### src/rtl/core/stok_pkg.sv
// Shared types, character codes, token kinds and helper functions for the
// S-expression tokenizer. Has no dependencies of its own.
`timescale 1ns / 1ps
`default_nettype none

package stok_pkg;

    localparam int POS_BITS       = 16;
    localparam int MAX_RESULTS    = 3;
    localparam int QUEUE_DEPTH    = 4;
    localparam int QUEUE_PTR_BITS = 2;

    localparam logic [POS_BITS-1:0] POS_MAX = '1;

    // Token kinds.
    localparam logic [3:0] KIND_END        = 4'd0;
    localparam logic [3:0] KIND_NUMBER     = 4'd1;
    localparam logic [3:0] KIND_INVALID    = 4'd2;
    localparam logic [3:0] KIND_SYMBOL     = 4'd3;
    localparam logic [3:0] KIND_STRING     = 4'd4;
    localparam logic [3:0] KIND_DOT        = 4'd5;
    localparam logic [3:0] KIND_LPAREN     = 4'd6;
    localparam logic [3:0] KIND_RPAREN     = 4'd7;
    localparam logic [3:0] KIND_QUOTE      = 4'd8;
    localparam logic [3:0] KIND_QUASIQUOTE = 4'd9;
    localparam logic [3:0] KIND_UNQUOTE    = 4'd10;
    localparam logic [3:0] KIND_SPLICING   = 4'd11;
    localparam logic [3:0] KIND_TRUE       = 4'd12;
    localparam logic [3:0] KIND_FALSE      = 4'd13;

    // Character codes.
    localparam logic [7:0] CH_NUL    = 8'h00;
    localparam logic [7:0] CH_TAB    = 8'h09;
    localparam logic [7:0] CH_LF     = 8'h0A;
    localparam logic [7:0] CH_CR     = 8'h0D;
    localparam logic [7:0] CH_SPACE  = 8'h20;
    localparam logic [7:0] CH_DQUOTE = 8'h22;
    localparam logic [7:0] CH_HASH   = 8'h23;
    localparam logic [7:0] CH_QUOTE  = 8'h27;
    localparam logic [7:0] CH_LPAREN = 8'h28;
    localparam logic [7:0] CH_RPAREN = 8'h29;
    localparam logic [7:0] CH_COMMA  = 8'h2C;
    localparam logic [7:0] CH_MINUS  = 8'h2D;
    localparam logic [7:0] CH_DOT    = 8'h2E;
    localparam logic [7:0] CH_ZERO   = 8'h30;
    localparam logic [7:0] CH_NINE   = 8'h39;
    localparam logic [7:0] CH_SEMI   = 8'h3B;
    localparam logic [7:0] CH_AT     = 8'h40;
    localparam logic [7:0] CH_BSLASH = 8'h5C;
    localparam logic [7:0] CH_BTICK  = 8'h60;
    localparam logic [7:0] CH_LOW_F  = 8'h66;
    localparam logic [7:0] CH_LOW_N  = 8'h6E;
    localparam logic [7:0] CH_LOW_R  = 8'h72;
    localparam logic [7:0] CH_LOW_T  = 8'h74;

    typedef enum logic [10:0] {
        MODE_IDLE    = 11'b000_0000_0001,
        MODE_COMMENT = 11'b000_0000_0010,
        MODE_MINUS   = 11'b000_0000_0100,
        MODE_DOT     = 11'b000_0000_1000,
        MODE_COMMA   = 11'b000_0001_0000,
        MODE_HASH    = 11'b000_0010_0000,
        MODE_NUMBER  = 11'b000_0100_0000,
        MODE_SYMBOL  = 11'b000_1000_0000,
        MODE_BADSYM  = 11'b001_0000_0000,
        MODE_STRING  = 11'b010_0000_0000,
        MODE_ESCAPE  = 11'b100_0000_0000
    } scan_mode_t;

    typedef struct packed {
        logic [7:0]  lexeme_byte;
        logic        has_byte;
        logic        token_last;
        logic [3:0]  token_kind;
        logic [15:0] first_line;
        logic [15:0] first_column;
    } token_item_t;

    function automatic logic is_digit(input logic [7:0] b);
        return (b >= CH_ZERO) && (b <= CH_NINE);
    endfunction

    function automatic logic is_space(input logic [7:0] b);
        return (b == CH_SPACE) || (b == CH_TAB) || (b == CH_LF) || (b == CH_CR);
    endfunction

    function automatic logic is_delim(input logic [7:0] b);
        return is_space(b) || (b == CH_LPAREN) || (b == CH_RPAREN) || (b == CH_DQUOTE)
            || (b == CH_QUOTE) || (b == CH_AT) || (b == CH_NUL);
    endfunction

    function automatic logic [POS_BITS-1:0] sat_inc(input logic [POS_BITS-1:0] v);
        return (v == POS_MAX) ? v : v + 1'b1;
    endfunction

    // Kind and position are only carried on the final item of a token.
    function automatic token_item_t make_item(input logic [7:0] b, input logic has,
                                              input logic last, input logic [3:0] kind,
                                              input logic [POS_BITS-1:0] line,
                                              input logic [POS_BITS-1:0] col);
        token_item_t item;
        item.lexeme_byte  = b;
        item.has_byte     = has;
        item.token_last   = last;
        item.token_kind   = last ? kind : 4'd0;
        item.first_line   = last ? 16'(line) : 16'd0;
        item.first_column = last ? 16'(col) : 16'd0;
        return item;
    endfunction

endpackage

`default_nettype wire

### src/rtl/core/s_expression_tokenizer_unit.sv
// S-expression tokenizer top level: byte decoder, position counters and result queue.
// Depends on stok_pkg for types, character codes and token kinds.
//
// Usage: source text arrives one byte per transfer on the text channel
// (text_valid, text_stall, text_byte, end_of_text); a zero byte acts as end of text.
// Token bytes leave one per transfer on the token channel (token_valid,
// token_stall and the item fields). The last item of each token carries its kind,
// start line and start column; end of text flushes the pending token, sends one
// empty end token and returns the scanner to its reset state.
// The results of a byte are registered into the result queue at its transfer.
// Throughput: one byte per cycle while token_stall is low and each byte yields at
// most one result item. A byte may yield up to three items (a token end followed
// by a bracket, an unknown string escape, end of text); the four-entry result queue
// drains one item per cycle while token_stall is low, so such bytes raise text_stall.
// text_stall is raised while the queue holds more than one item.
// When the receiver stalls, the queue head holds steady and fills; input then stalls.
// Reset clears the queue and the scanner state; line is 1 and column is 0.
`timescale 1ns / 1ps
`default_nettype none

module s_expression_tokenizer_unit (
    input  wire logic        clk,
    input  wire logic        rst_n,
    input  wire logic        text_valid,
    output logic             text_stall,
    input  wire logic [7:0]  text_byte,
    input  wire logic        end_of_text,
    output logic             token_valid,
    input  wire logic        token_stall,
    output logic [7:0]       lexeme_byte,
    output logic             has_byte,
    output logic             token_last,
    output logic [3:0]       token_kind,
    output logic [15:0]      first_line,
    output logic [15:0]      first_column
);

    stok_pkg::scan_mode_t mode_reg, mode_next;
    logic [7:0] held_byte_reg, held_byte_next;
    logic held_valid_reg, held_valid_next;
    logic dot_seen_reg, dot_seen_next;
    logic digit_seen_reg, digit_seen_next;
    logic number_bad_reg, number_bad_next;
    logic [stok_pkg::POS_BITS-1:0] line_count_reg, line_count_next;
    logic [stok_pkg::POS_BITS-1:0] column_count_reg, column_count_next;
    logic [stok_pkg::POS_BITS-1:0] token_line_reg, token_line_next;
    logic [stok_pkg::POS_BITS-1:0] token_column_reg, token_column_next;

    stok_pkg::token_item_t res [stok_pkg::MAX_RESULTS];
    logic [1:0] push_n;
    logic accept;
    logic pop;
    logic flush;

    stok_pkg::token_item_t fifo_reg [stok_pkg::QUEUE_DEPTH];
    logic [stok_pkg::QUEUE_PTR_BITS-1:0] wr_ptr_reg, rd_ptr_reg;
    logic [stok_pkg::QUEUE_PTR_BITS:0] count_reg, count_next;
    stok_pkg::token_item_t head;

    assign text_stall  = count_reg > 3'(stok_pkg::QUEUE_DEPTH - stok_pkg::MAX_RESULTS);
    assign accept      = text_valid && !text_stall;
    assign token_valid = count_reg != '0;
    assign pop         = token_valid && !token_stall;
    assign flush       = end_of_text || (text_byte == stok_pkg::CH_NUL);

    always_comb
    begin
        logic [1:0] idx;
        logic again;
        logic [7:0] b;
        logic [7:0] esc;
        logic [stok_pkg::POS_BITS-1:0] tl;
        logic [stok_pkg::POS_BITS-1:0] tc;
        logic [3:0] num_kind;

        mode_next         = mode_reg;
        held_byte_next    = held_byte_reg;
        held_valid_next   = held_valid_reg;
        dot_seen_next     = dot_seen_reg;
        digit_seen_next   = digit_seen_reg;
        number_bad_next   = number_bad_reg;
        line_count_next   = line_count_reg;
        column_count_next = column_count_reg;
        token_line_next   = token_line_reg;
        token_column_next = token_column_reg;
        for (int i = 0; i < stok_pkg::MAX_RESULTS; i++)
        begin
            res[i] = '0;
        end
        idx      = 2'd0;
        again    = 1'b0;
        esc      = 8'd0;
        b        = text_byte;
        tl       = token_line_reg;
        tc       = token_column_reg;
        num_kind = (number_bad_reg || !digit_seen_reg) ? stok_pkg::KIND_INVALID
                                                       : stok_pkg::KIND_NUMBER;

        if (flush)
        begin
            unique case (mode_reg) inside
                stok_pkg::MODE_MINUS, stok_pkg::MODE_SYMBOL:
                begin
                    res[idx] = stok_pkg::make_item(held_byte_reg, 1'b1, 1'b1,
                                                   stok_pkg::KIND_SYMBOL, tl, tc);
                    idx = idx + 2'd1;
                end
                stok_pkg::MODE_DOT:
                begin
                    res[idx] = stok_pkg::make_item(held_byte_reg, 1'b1, 1'b1,
                                                   stok_pkg::KIND_DOT, tl, tc);
                    idx = idx + 2'd1;
                end
                stok_pkg::MODE_COMMA:
                begin
                    res[idx] = stok_pkg::make_item(stok_pkg::CH_COMMA, 1'b1, 1'b1,
                                                   stok_pkg::KIND_UNQUOTE, tl, tc);
                    idx = idx + 2'd1;
                end
                stok_pkg::MODE_HASH:
                begin
                    res[idx] = stok_pkg::make_item(stok_pkg::CH_HASH, 1'b1, 1'b1,
                                                   stok_pkg::KIND_INVALID, tl, tc);
                    idx = idx + 2'd1;
                end
                stok_pkg::MODE_NUMBER:
                begin
                    res[idx] = stok_pkg::make_item(held_byte_reg, 1'b1, 1'b1,
                                                   num_kind, tl, tc);
                    idx = idx + 2'd1;
                end
                stok_pkg::MODE_BADSYM:
                begin
                    res[idx] = stok_pkg::make_item(held_byte_reg, 1'b1, 1'b1,
                                                   stok_pkg::KIND_INVALID, tl, tc);
                    idx = idx + 2'd1;
                end
                stok_pkg::MODE_STRING:
                begin
                    // An unterminated string is reported as invalid.
                    res[idx] = stok_pkg::make_item(held_valid_reg ? held_byte_reg : 8'd0,
                                                   held_valid_reg, 1'b1,
                                                   stok_pkg::KIND_INVALID, tl, tc);
                    idx = idx + 2'd1;
                end
                stok_pkg::MODE_ESCAPE:
                begin
                    if (held_valid_reg)
                    begin
                        res[idx] = stok_pkg::make_item(held_byte_reg, 1'b1, 1'b0,
                                                       stok_pkg::KIND_END, tl, tc);
                        idx = idx + 2'd1;
                    end
                    res[idx] = stok_pkg::make_item(stok_pkg::CH_BSLASH, 1'b1, 1'b1,
                                                   stok_pkg::KIND_INVALID, tl, tc);
                    idx = idx + 2'd1;
                end
                default:
                begin
                end
            endcase
            res[idx] = stok_pkg::make_item(8'd0, 1'b0, 1'b1, stok_pkg::KIND_END,
                                           line_count_reg,
                                           stok_pkg::sat_inc(column_count_reg));
            idx = idx + 2'd1;

            mode_next         = stok_pkg::MODE_IDLE;
            held_byte_next    = 8'd0;
            held_valid_next   = 1'b0;
            dot_seen_next     = 1'b0;
            digit_seen_next   = 1'b0;
            number_bad_next   = 1'b0;
            line_count_next   = stok_pkg::POS_BITS'(1);
            column_count_next = '0;
            token_line_next   = stok_pkg::POS_BITS'(1);
            token_column_next = '0;
        end
        else
        begin
            if (b == stok_pkg::CH_LF)
            begin
                line_count_next   = stok_pkg::sat_inc(line_count_reg);
                column_count_next = '0;
            end
            else
            begin
                column_count_next = stok_pkg::sat_inc(column_count_reg);
            end

            unique case (mode_reg) inside
                stok_pkg::MODE_COMMENT:
                begin
                    if (b == stok_pkg::CH_LF)
                    begin
                        mode_next = stok_pkg::MODE_IDLE;
                    end
                end
                stok_pkg::MODE_MINUS:
                begin
                    if (stok_pkg::is_digit(b) || (b == stok_pkg::CH_DOT))
                    begin
                        res[idx] = stok_pkg::make_item(held_byte_reg, 1'b1, 1'b0,
                                                       stok_pkg::KIND_END, tl, tc);
                        idx = idx + 2'd1;
                        held_byte_next  = b;
                        held_valid_next = 1'b1;
                        dot_seen_next   = (b == stok_pkg::CH_DOT);
                        digit_seen_next = (b != stok_pkg::CH_DOT);
                        number_bad_next = 1'b0;
                        mode_next       = stok_pkg::MODE_NUMBER;
                    end
                    else if (stok_pkg::is_delim(b))
                    begin
                        res[idx] = stok_pkg::make_item(held_byte_reg, 1'b1, 1'b1,
                                                       stok_pkg::KIND_SYMBOL, tl, tc);
                        idx = idx + 2'd1;
                        held_valid_next = 1'b0;
                        mode_next       = stok_pkg::MODE_IDLE;
                        again           = 1'b1;
                    end
                    else
                    begin
                        res[idx] = stok_pkg::make_item(held_byte_reg, 1'b1, 1'b0,
                                                       stok_pkg::KIND_END, tl, tc);
                        idx = idx + 2'd1;
                        held_byte_next  = b;
                        held_valid_next = 1'b1;
                        mode_next       = stok_pkg::MODE_SYMBOL;
                    end
                end
                stok_pkg::MODE_DOT:
                begin
                    if (stok_pkg::is_digit(b))
                    begin
                        res[idx] = stok_pkg::make_item(held_byte_reg, 1'b1, 1'b0,
                                                       stok_pkg::KIND_END, tl, tc);
                        idx = idx + 2'd1;
                        held_byte_next  = b;
                        held_valid_next = 1'b1;
                        dot_seen_next   = 1'b1;
                        digit_seen_next = 1'b1;
                        number_bad_next = 1'b0;
                        mode_next       = stok_pkg::MODE_NUMBER;
                    end
                    else
                    begin
                        res[idx] = stok_pkg::make_item(held_byte_reg, 1'b1, 1'b1,
                                                       stok_pkg::KIND_DOT, tl, tc);
                        idx = idx + 2'd1;
                        held_valid_next = 1'b0;
                        mode_next       = stok_pkg::MODE_IDLE;
                        again           = 1'b1;
                    end
                end
                stok_pkg::MODE_COMMA:
                begin
                    held_valid_next = 1'b0;
                    mode_next       = stok_pkg::MODE_IDLE;
                    if (b == stok_pkg::CH_AT)
                    begin
                        res[idx] = stok_pkg::make_item(stok_pkg::CH_COMMA, 1'b1, 1'b0,
                                                       stok_pkg::KIND_END, tl, tc);
                        idx = idx + 2'd1;
                        res[idx] = stok_pkg::make_item(stok_pkg::CH_AT, 1'b1, 1'b1,
                                                       stok_pkg::KIND_SPLICING, tl, tc);
                        idx = idx + 2'd1;
                    end
                    else
                    begin
                        res[idx] = stok_pkg::make_item(stok_pkg::CH_COMMA, 1'b1, 1'b1,
                                                       stok_pkg::KIND_UNQUOTE, tl, tc);
                        idx = idx + 2'd1;
                        again = 1'b1;
                    end
                end
                stok_pkg::MODE_HASH:
                begin
                    if ((b == stok_pkg::CH_LOW_T) || (b == stok_pkg::CH_LOW_F))
                    begin
                        res[idx] = stok_pkg::make_item(stok_pkg::CH_HASH, 1'b1, 1'b0,
                                                       stok_pkg::KIND_END, tl, tc);
                        idx = idx + 2'd1;
                        res[idx] = stok_pkg::make_item(b, 1'b1, 1'b1,
                                                       (b == stok_pkg::CH_LOW_T)
                                                           ? stok_pkg::KIND_TRUE
                                                           : stok_pkg::KIND_FALSE,
                                                       tl, tc);
                        idx = idx + 2'd1;
                        held_valid_next = 1'b0;
                        mode_next       = stok_pkg::MODE_IDLE;
                    end
                    else if (stok_pkg::is_delim(b))
                    begin
                        res[idx] = stok_pkg::make_item(stok_pkg::CH_HASH, 1'b1, 1'b1,
                                                       stok_pkg::KIND_INVALID, tl, tc);
                        idx = idx + 2'd1;
                        held_valid_next = 1'b0;
                        mode_next       = stok_pkg::MODE_IDLE;
                        again           = 1'b1;
                    end
                    else
                    begin
                        res[idx] = stok_pkg::make_item(stok_pkg::CH_HASH, 1'b1, 1'b0,
                                                       stok_pkg::KIND_END, tl, tc);
                        idx = idx + 2'd1;
                        held_byte_next  = b;
                        held_valid_next = 1'b1;
                        mode_next       = stok_pkg::MODE_BADSYM;
                    end
                end
                stok_pkg::MODE_NUMBER:
                begin
                    if (stok_pkg::is_digit(b) || (b == stok_pkg::CH_DOT))
                    begin
                        if (b == stok_pkg::CH_DOT)
                        begin
                            if (dot_seen_reg)
                            begin
                                number_bad_next = 1'b1;
                            end
                            else
                            begin
                                dot_seen_next = 1'b1;
                            end
                        end
                        else
                        begin
                            digit_seen_next = 1'b1;
                        end
                        res[idx] = stok_pkg::make_item(held_byte_reg, 1'b1, 1'b0,
                                                       stok_pkg::KIND_END, tl, tc);
                        idx = idx + 2'd1;
                        held_byte_next  = b;
                        held_valid_next = 1'b1;
                    end
                    else
                    begin
                        res[idx] = stok_pkg::make_item(held_byte_reg, 1'b1, 1'b1,
                                                       num_kind, tl, tc);
                        idx = idx + 2'd1;
                        held_valid_next = 1'b0;
                        mode_next       = stok_pkg::MODE_IDLE;
                        again           = 1'b1;
                    end
                end
                stok_pkg::MODE_SYMBOL, stok_pkg::MODE_BADSYM:
                begin
                    if (stok_pkg::is_delim(b))
                    begin
                        res[idx] = stok_pkg::make_item(held_byte_reg, 1'b1, 1'b1,
                                                       (mode_reg == stok_pkg::MODE_BADSYM)
                                                           ? stok_pkg::KIND_INVALID
                                                           : stok_pkg::KIND_SYMBOL,
                                                       tl, tc);
                        idx = idx + 2'd1;
                        held_valid_next = 1'b0;
                        mode_next       = stok_pkg::MODE_IDLE;
                        again           = 1'b1;
                    end
                    else
                    begin
                        res[idx] = stok_pkg::make_item(held_byte_reg, 1'b1, 1'b0,
                                                       stok_pkg::KIND_END, tl, tc);
                        idx = idx + 2'd1;
                        held_byte_next  = b;
                        held_valid_next = 1'b1;
                    end
                end
                stok_pkg::MODE_STRING:
                begin
                    if (b == stok_pkg::CH_DQUOTE)
                    begin
                        // An empty string still gives one item, with no byte.
                        res[idx] = stok_pkg::make_item(held_valid_reg ? held_byte_reg : 8'd0,
                                                       held_valid_reg, 1'b1,
                                                       stok_pkg::KIND_STRING, tl, tc);
                        idx = idx + 2'd1;
                        held_valid_next = 1'b0;
                        mode_next       = stok_pkg::MODE_IDLE;
                    end
                    else if (b == stok_pkg::CH_BSLASH)
                    begin
                        mode_next = stok_pkg::MODE_ESCAPE;
                    end
                    else
                    begin
                        if (held_valid_reg)
                        begin
                            res[idx] = stok_pkg::make_item(held_byte_reg, 1'b1, 1'b0,
                                                           stok_pkg::KIND_END, tl, tc);
                            idx = idx + 2'd1;
                        end
                        held_byte_next  = b;
                        held_valid_next = 1'b1;
                    end
                end
                stok_pkg::MODE_ESCAPE:
                begin
                    if (held_valid_reg)
                    begin
                        res[idx] = stok_pkg::make_item(held_byte_reg, 1'b1, 1'b0,
                                                       stok_pkg::KIND_END, tl, tc);
                        idx = idx + 2'd1;
                    end
                    unique case (b)
                        stok_pkg::CH_LOW_N:  esc = stok_pkg::CH_LF;
                        stok_pkg::CH_LOW_T:  esc = stok_pkg::CH_TAB;
                        stok_pkg::CH_LOW_R:  esc = stok_pkg::CH_CR;
                        stok_pkg::CH_DQUOTE: esc = stok_pkg::CH_DQUOTE;
                        stok_pkg::CH_BSLASH: esc = stok_pkg::CH_BSLASH;
                        stok_pkg::CH_ZERO:   esc = stok_pkg::CH_NUL;
                        default:
                        begin
                            // Unknown escapes keep the backslash in the text.
                            res[idx] = stok_pkg::make_item(stok_pkg::CH_BSLASH, 1'b1, 1'b0,
                                                           stok_pkg::KIND_END, tl, tc);
                            idx = idx + 2'd1;
                            esc = b;
                        end
                    endcase
                    held_byte_next  = esc;
                    held_valid_next = 1'b1;
                    mode_next       = stok_pkg::MODE_STRING;
                end
                default:
                begin
                    mode_next = stok_pkg::MODE_IDLE;
                    again     = 1'b1;
                end
            endcase

            // The byte that ended a token, or any byte between tokens, is scanned
            // again as the possible start of a new token.
            if (again)
            begin
                if (stok_pkg::is_space(b))
                begin
                end
                else if (b == stok_pkg::CH_SEMI)
                begin
                    mode_next = stok_pkg::MODE_COMMENT;
                end
                else
                begin
                    tl                = line_count_next;
                    tc                = column_count_next;
                    token_line_next   = line_count_next;
                    token_column_next = column_count_next;
                    held_valid_next   = 1'b0;
                    unique case (b)
                        stok_pkg::CH_MINUS:
                        begin
                            held_byte_next  = b;
                            held_valid_next = 1'b1;
                            mode_next       = stok_pkg::MODE_MINUS;
                        end
                        stok_pkg::CH_DOT:
                        begin
                            held_byte_next  = b;
                            held_valid_next = 1'b1;
                            mode_next       = stok_pkg::MODE_DOT;
                        end
                        stok_pkg::CH_COMMA:
                        begin
                            held_byte_next  = b;
                            held_valid_next = 1'b1;
                            mode_next       = stok_pkg::MODE_COMMA;
                        end
                        stok_pkg::CH_HASH:
                        begin
                            held_byte_next  = b;
                            held_valid_next = 1'b1;
                            mode_next       = stok_pkg::MODE_HASH;
                        end
                        stok_pkg::CH_LPAREN:
                        begin
                            res[idx] = stok_pkg::make_item(b, 1'b1, 1'b1,
                                                           stok_pkg::KIND_LPAREN, tl, tc);
                            idx = idx + 2'd1;
                        end
                        stok_pkg::CH_RPAREN:
                        begin
                            res[idx] = stok_pkg::make_item(b, 1'b1, 1'b1,
                                                           stok_pkg::KIND_RPAREN, tl, tc);
                            idx = idx + 2'd1;
                        end
                        stok_pkg::CH_QUOTE:
                        begin
                            res[idx] = stok_pkg::make_item(b, 1'b1, 1'b1,
                                                           stok_pkg::KIND_QUOTE, tl, tc);
                            idx = idx + 2'd1;
                        end
                        stok_pkg::CH_BTICK:
                        begin
                            res[idx] = stok_pkg::make_item(b, 1'b1, 1'b1,
                                                           stok_pkg::KIND_QUASIQUOTE, tl, tc);
                            idx = idx + 2'd1;
                        end
                        stok_pkg::CH_AT:
                        begin
                            res[idx] = stok_pkg::make_item(b, 1'b1, 1'b1,
                                                           stok_pkg::KIND_INVALID, tl, tc);
                            idx = idx + 2'd1;
                        end
                        stok_pkg::CH_DQUOTE:
                        begin
                            mode_next = stok_pkg::MODE_STRING;
                        end
                        default:
                        begin
                            held_byte_next  = b;
                            held_valid_next = 1'b1;
                            if (stok_pkg::is_digit(b))
                            begin
                                dot_seen_next   = 1'b0;
                                digit_seen_next = 1'b1;
                                number_bad_next = 1'b0;
                                mode_next       = stok_pkg::MODE_NUMBER;
                            end
                            else
                            begin
                                mode_next = stok_pkg::MODE_SYMBOL;
                            end
                        end
                    endcase
                end
            end
        end
        push_n = idx;
    end

    always_ff @(posedge clk or negedge rst_n)
    begin
        if (!rst_n)
        begin
            mode_reg         <= stok_pkg::MODE_IDLE;
            held_byte_reg    <= 8'd0;
            held_valid_reg   <= 1'b0;
            dot_seen_reg     <= 1'b0;
            digit_seen_reg   <= 1'b0;
            number_bad_reg   <= 1'b0;
            line_count_reg   <= stok_pkg::POS_BITS'(1);
            column_count_reg <= '0;
            token_line_reg   <= stok_pkg::POS_BITS'(1);
            token_column_reg <= '0;
        end
        else if (accept)
        begin
            mode_reg         <= mode_next;
            held_byte_reg    <= held_byte_next;
            held_valid_reg   <= held_valid_next;
            dot_seen_reg     <= dot_seen_next;
            digit_seen_reg   <= digit_seen_next;
            number_bad_reg   <= number_bad_next;
            line_count_reg   <= line_count_next;
            column_count_reg <= column_count_next;
            token_line_reg   <= token_line_next;
            token_column_reg <= token_column_next;
        end
    end

    // Result queue: up to three items written per transfer, one read per unstalled cycle.
    always_comb
    begin
        count_next = count_reg;
        if (accept)
        begin
            count_next = count_next + 3'(push_n);
        end
        if (pop)
        begin
            count_next = count_next - 3'd1;
        end
    end

    always_ff @(posedge clk or negedge rst_n)
    begin
        if (!rst_n)
        begin
            wr_ptr_reg <= '0;
            rd_ptr_reg <= '0;
            count_reg  <= '0;
        end
        else
        begin
            if (accept)
            begin
                wr_ptr_reg <= wr_ptr_reg + push_n;
            end
            if (pop)
            begin
                rd_ptr_reg <= rd_ptr_reg + 2'd1;
            end
            count_reg <= count_next;
        end
    end

    always_ff @(posedge clk)
    begin
        if (accept)
        begin
            for (int i = 0; i < stok_pkg::MAX_RESULTS; i++)
            begin
                if (2'(i) < push_n)
                begin
                    fifo_reg[wr_ptr_reg + 2'(i)] <= res[i];
                end
            end
        end
    end

    assign head         = fifo_reg[rd_ptr_reg];
    assign lexeme_byte  = head.lexeme_byte;
    assign has_byte     = head.has_byte;
    assign token_last   = head.token_last;
    assign token_kind   = head.token_kind;
    assign first_line   = head.first_line;
    assign first_column = head.first_column;

    // The queue never holds more items than it has entries.
    assert property (@(posedge clk) disable iff (!rst_n)
        count_reg <= 3'(stok_pkg::QUEUE_DEPTH))
    else $error("result queue overflow");

    // End of text always produces at least the end token.
    assert property (@(posedge clk) disable iff (!rst_n)
        (accept && flush) |-> (push_n != 2'd0))
    else $error("end of text produced no result");

    // After end of text the scanner is back at its reset position.
    assert property (@(posedge clk) disable iff (!rst_n)
        (accept && flush) |=> ((mode_reg == stok_pkg::MODE_IDLE) && !held_valid_reg
                               && (line_count_reg == stok_pkg::POS_BITS'(1))
                               && (column_count_reg == '0)))
    else $error("scanner not reset after end of text");

    // Items inside a token carry no kind or position.
    assert property (@(posedge clk) disable iff (!rst_n)
        (token_valid && !token_last) |-> ((token_kind == stok_pkg::KIND_END)
                                          && (first_line == 16'd0)
                                          && (first_column == 16'd0) && has_byte))
    else $error("non-final item carries token metadata");

    // Input is held off whenever the queue holds more than one item.
    assert property (@(posedge clk) disable iff (!rst_n)
        (count_reg > 3'd1) |-> !accept)
    else $error("byte accepted without room for its results");

endmodule

`default_nettype wire

### config.mk
export PLATFORM = sky130hd
export DESIGN_NAME = s_expression_tokenizer_unit
export DESIGN_NICKNAME = d
export VERILOG_FILES = /design/src/rtl/core/stok_pkg.sv /design/src/rtl/core/s_expression_tokenizer_unit.sv
export SDC_FILE = /design/constraint.sdc
export NUM_CORES = 1
export LEC_CHECK = 0
export BUFFER_PORTS_ARGS = -buffer_cell sky130_fd_sc_hd__buf_2
export CAP_MARGIN = 0
export CORE_ASPECT_RATIO = 1.5
export CORE_MARGIN = 2
export CORE_UTILIZATION = 59
export CTS_BUF_LIST = sky130_fd_sc_hd__clkbuf_4
export DETAILED_ROUTE_END_ITERATION = 10
export PLACE_DENSITY_LB_ADDON = 0.08
export SETUP_SLACK_MARGIN = 0.05
export SLEW_MARGIN = 20
export SYNTH_ARGS = -nofsm -noshare
export SYNTH_HDL_FRONTEND = slang
export SYNTH_SLANG_ARGS = --single-unit
### constraint.sdc
create_clock -name clk -period 7 [get_ports clk]
set_input_delay 0.35 -clock clk [delete_from_list [all_inputs] [get_ports clk]]
set_output_delay 0.35 -clock clk [all_outputs]
set_load 0.05 [all_outputs]
==> flow_summary_export.csv <==
group,metric,value,unit
global_routing,grt_max_degree,86,
synthesis,synth-seq-cells,278,
timing,finalSetupViolations,0,
final_layout,synthToLayoutAreaGrowth,7.118,%
worst_setup_path,end_kind,"register",
clock_network,cts.sinks,278,
detailed_routing,totalWireLength,77330,um
clock_network,h-tree-depth,3,
synthesis,synthesis.nets,2194,
min_path,worstHoldEndpoint,"held_byte_reg[4]",
global_routing,antenna_found_initial,2,
global_routing,met1_usage,0.5485,
global_routing,first_global_vias,19080,
detailed_routing,drt-initial-drc-count,2837,
placed_design,dp.cells,2498,
run,maxCapViolations,0,
timing,slew-limit-headroom,0.1169,
final_layout,nFillCells,2774,
floorplanning,rows,82,
timing,rsz0062_at_grt,"no",
detailed_routing,post-route-drc-count,0,
global_routing,grtUsageMet2,0.6600,
global_routing,gr-total-overflow,0,
clock_network,clock-root-buffer,"clkbuf_4",
floorplanning,die_h,228.6,um
placed_design,dpl_cell_area,20350,sq um
worst_setup_path,r2r-start,"mode_reg[0]",
power,p_leak,7.885,nW
final_layout,fin_area,21260,sq um
timing,worst_slew_pin_slew,1313,ps
min_path,min_from,"text_byte[4]",
synthesis,netlist-cell-type-count,94,
final_layout,stdcell_count,2628,
clock_network,insertion_delay,810,ps
timing,hold_violations,0,
timing,fin_skew,43.51,ps
placed_design,finalWeightedCongestion,1.062,
global_routing,grt_pass1_wl,116800,um
worst_setup_path,reg2regPathDepth,19,
placed_design,numPortBuffers,60,
detailed_routing,num_vias,19810,
synthesis,synth_cells,2166,
worst_setup_path,crit_fanout,27,
global_routing,grt_use_met3,0.1200,
detailed_routing,drtPass1Iterations,8,
power,p_per_area,282.3,nW/um^2
global_routing,busiest_layer,"met2",
timing,final.period_utilization,0.8480,
clock_network,cts.clk_slew.worst_paths,70,ps
synthesis,synth.avg_cell_area,9.162,sq um
floorplanning,initial_core_util,0.5970,
final_layout,multi_input_area,11060,sq um
clock_network,clockBufferDepth,3,
placed_design,place_hpwl,51550,um
final_layout,seq_area,7886,sq um
run_status,outcome,"completed",
worst_setup_path,path_class,"reg -> reg",
final_layout,largest_reg_flops,184,
power,ir_worst_vdd,0.4207,mV
floorplanning,die_w,153.7,um
synthesis,dominantRegCellSynth,"edfxtp_1",
min_path,hold_path_depth,3,
timing,timing.fmax,168.5,MHz
synthesis,async_flop_share,0.3381,
worst_setup_path,reg2reg_to,"count_reg[2]",
clock_network,numCtsBuffers,70,
floorplanning,core_area,33240,sq um
clock_network,cts_tree,"built",
timing,min_period,5936,ps
detailed_routing,postRouteAntennaNets,0,
worst_setup_path,startpoint_type,"register",
floorplanning,top_level_ports,61,
synthesis,synth-edff-count,184,
detailed_routing,wl_per_cell,29.42,um
synthesis,syn_area,19850,sq um
final_layout,drive_gt1_frac,0.1506,
worst_setup_path,r2r_slack,1060,ps
worst_setup_path,arrival,6690,ps
detailed_routing,vias_per_cell,7.537,
synthesis,seq_area_frac_synth,0.3971,
worst_setup_path,required,7750,ps
min_path,hp-class,"in -> reg",
final_layout,nets,2183,
timing,slew_violations,0,
floorplanning,fp.dieArea,35150,sq um
global_routing,grtUsageTotal,0.4341,
synthesis,yosys_warnings,0,
[layout make-up]
| class | count | area share |
|---|---|---|
| multi-input cells | 1646 | 0.5201 |
| flip-flops and latches | 278 | 0.3710 |
| repair buffers | 123 | 0.03767 |
| clock buffers | 99 | 0.03496 |
| well taps | 420 | 0.02472 |
| inverters | 36 | 0.006474 |
| clock inverters | 23 | 0.004767 |
| diodes | 3 | 0.0003531 |
[cell usage after synthesis, types with 16 or more instances]
cell type	instances	area (sq um)
a31oi_1	26	162.7
edfxtp_1	184	5525
nor3_1	43	215.2
a21boi_1	17	127.6
buf_2	55	275.3
mux2i_1	98	980.9
xnor2_1	23	201.4
inv_1	34	127.6
nand4_1	25	156.4
o21ai_1	32	160.2
o221ai_1	22	192.7
dfrtp_1	91	2277
o31ai_1	38	285.3
xor2_1	16	140.1
a22o_1	26	227.7
a22oi_1	37	277.8
clkbuf_1	121	454.2
o22ai_1	97	606.8
nor2_1	118	442.9
mux4_2	46	1036
a211oi_1	16	120.1
nand2_1	229	859.6
o21ai_0	220	1101
a21oi_1	153	765.7
nand3_1	64	320.3
[cells by family after synthesis]
logic type	synth area share
flip-flops	0.3971
AND/OR/NAND/NOR	0.1563
multiplexers	0.1033
adder cells (fa/ha/maj)	0.009836
AO/OA/AOI/OAI	0.2635
buffers and inverters	0.05264
XOR/XNOR	0.01721
[stage by stage]
| stage | utilization | worst slack, ps | total power [mW] | hold slack, ps | TNS (ps) |
|---|---|---|---|---|---|
| after global routing | 0.6395 | 837.4 | 6.225 | 49.95 | 0 |
| final | 0.6395 | 1064 | 6.001 | 47.15 | 0 |
| after CTS | 0.6390 | 1268 | 5.948 | 30.08 | 0 |
| after floorplan | - | -332.1 | 3.885 | 54.41 | -30550 |
| after detailed placement | 0.6121 | 1649 | 4.588 | 361.1 | 0 |
| after global placement | 0.6116 | 1710 | 4.561 | 358.5 | 0 |
[metal layers]
layer | up-vias | wire length [um] | share of wire
met2 | 1710 | 35040 | 0.45
met5 | - | 0 | 0
met4 | 0 | 5138 | 0.066
met1 | 9333 | 26580 | 0.34
met3 | 380 | 10570 | 0.14
li1 | 8384 | - | -
[report_power, final]
part	switching [mW]	leakage [nW]	internal, mW
sequential	0.158	2.97	1.94
combinational	1.79	4.41	0.727
clock	0.726	0.501	0.654
[layout by cell type (no fill, tap or decap), types with 16 or more instances in the layout]
cell      synthesis  layout
a21oi_1         153     152
nand3_1          64      64
inv_1            34      34
o221ai_1         22      22
o31ai_1          38      36
xnor2_1          23      23
o22ai_1          97      97
o21ai_0         220     219
nand2_1         229     228
clkinv_1          0      16
a31oi_1          26      24
a22oi_1          37      37
nand4_1          25      25
a21boi_1         17      17
nor3_1           43      43
buf_4            11      58
o21ai_1          32      32
dfrtp_1          91      89
mux2i_1          98      97
edfxtp_1        184     184
nor2_1          118     118
clkbuf_4          0      99
a22o_1           26      26
buf_2            55      59
mux4_2           46      46
xor2_1           16      16
[worst max-delay path by stage]
stage                 start              end  cells past startpoint
2_1_floorplan  text_byte[0]   fifo_reg[3][0]                     16
3_3_place_gp    mode_reg[0]  fifo_reg[2][38]                     13
3_5_place_dp   text_byte[6]  fifo_reg[3][32]                     15
4_1_cts         mode_reg[0]     count_reg[2]                     19
5_1_grt        mode_reg[10]     count_reg[2]                     19
6_report        mode_reg[0]     count_reg[2]                     19
[what timing repair did]
action,in CTS,in global routing
hold buffers,5,0
hold endpoints to repair,34,0
gates resized for setup,0,0
setup buffers,0,0
[worst max-delay path, stage by stage, from the launching register on]
cell	delay (ps)
dfstp_2	600
nor4_2	60
buf_4	210
and4_1	260
a311oi_1	910
a211oi_2	300
o22ai_4	220
buf_4	370
mux2i_1	530
and2_1	280
inv_4	160
ha_1	240
inv_1	70
fa_1	410
nor3b_1	180
nor2_1	90
ha_1	190
nand2_1	70
xor2_1	140
dlygate4sd3_1	570
No activity file was read; power rests on OpenSTA's default activity.
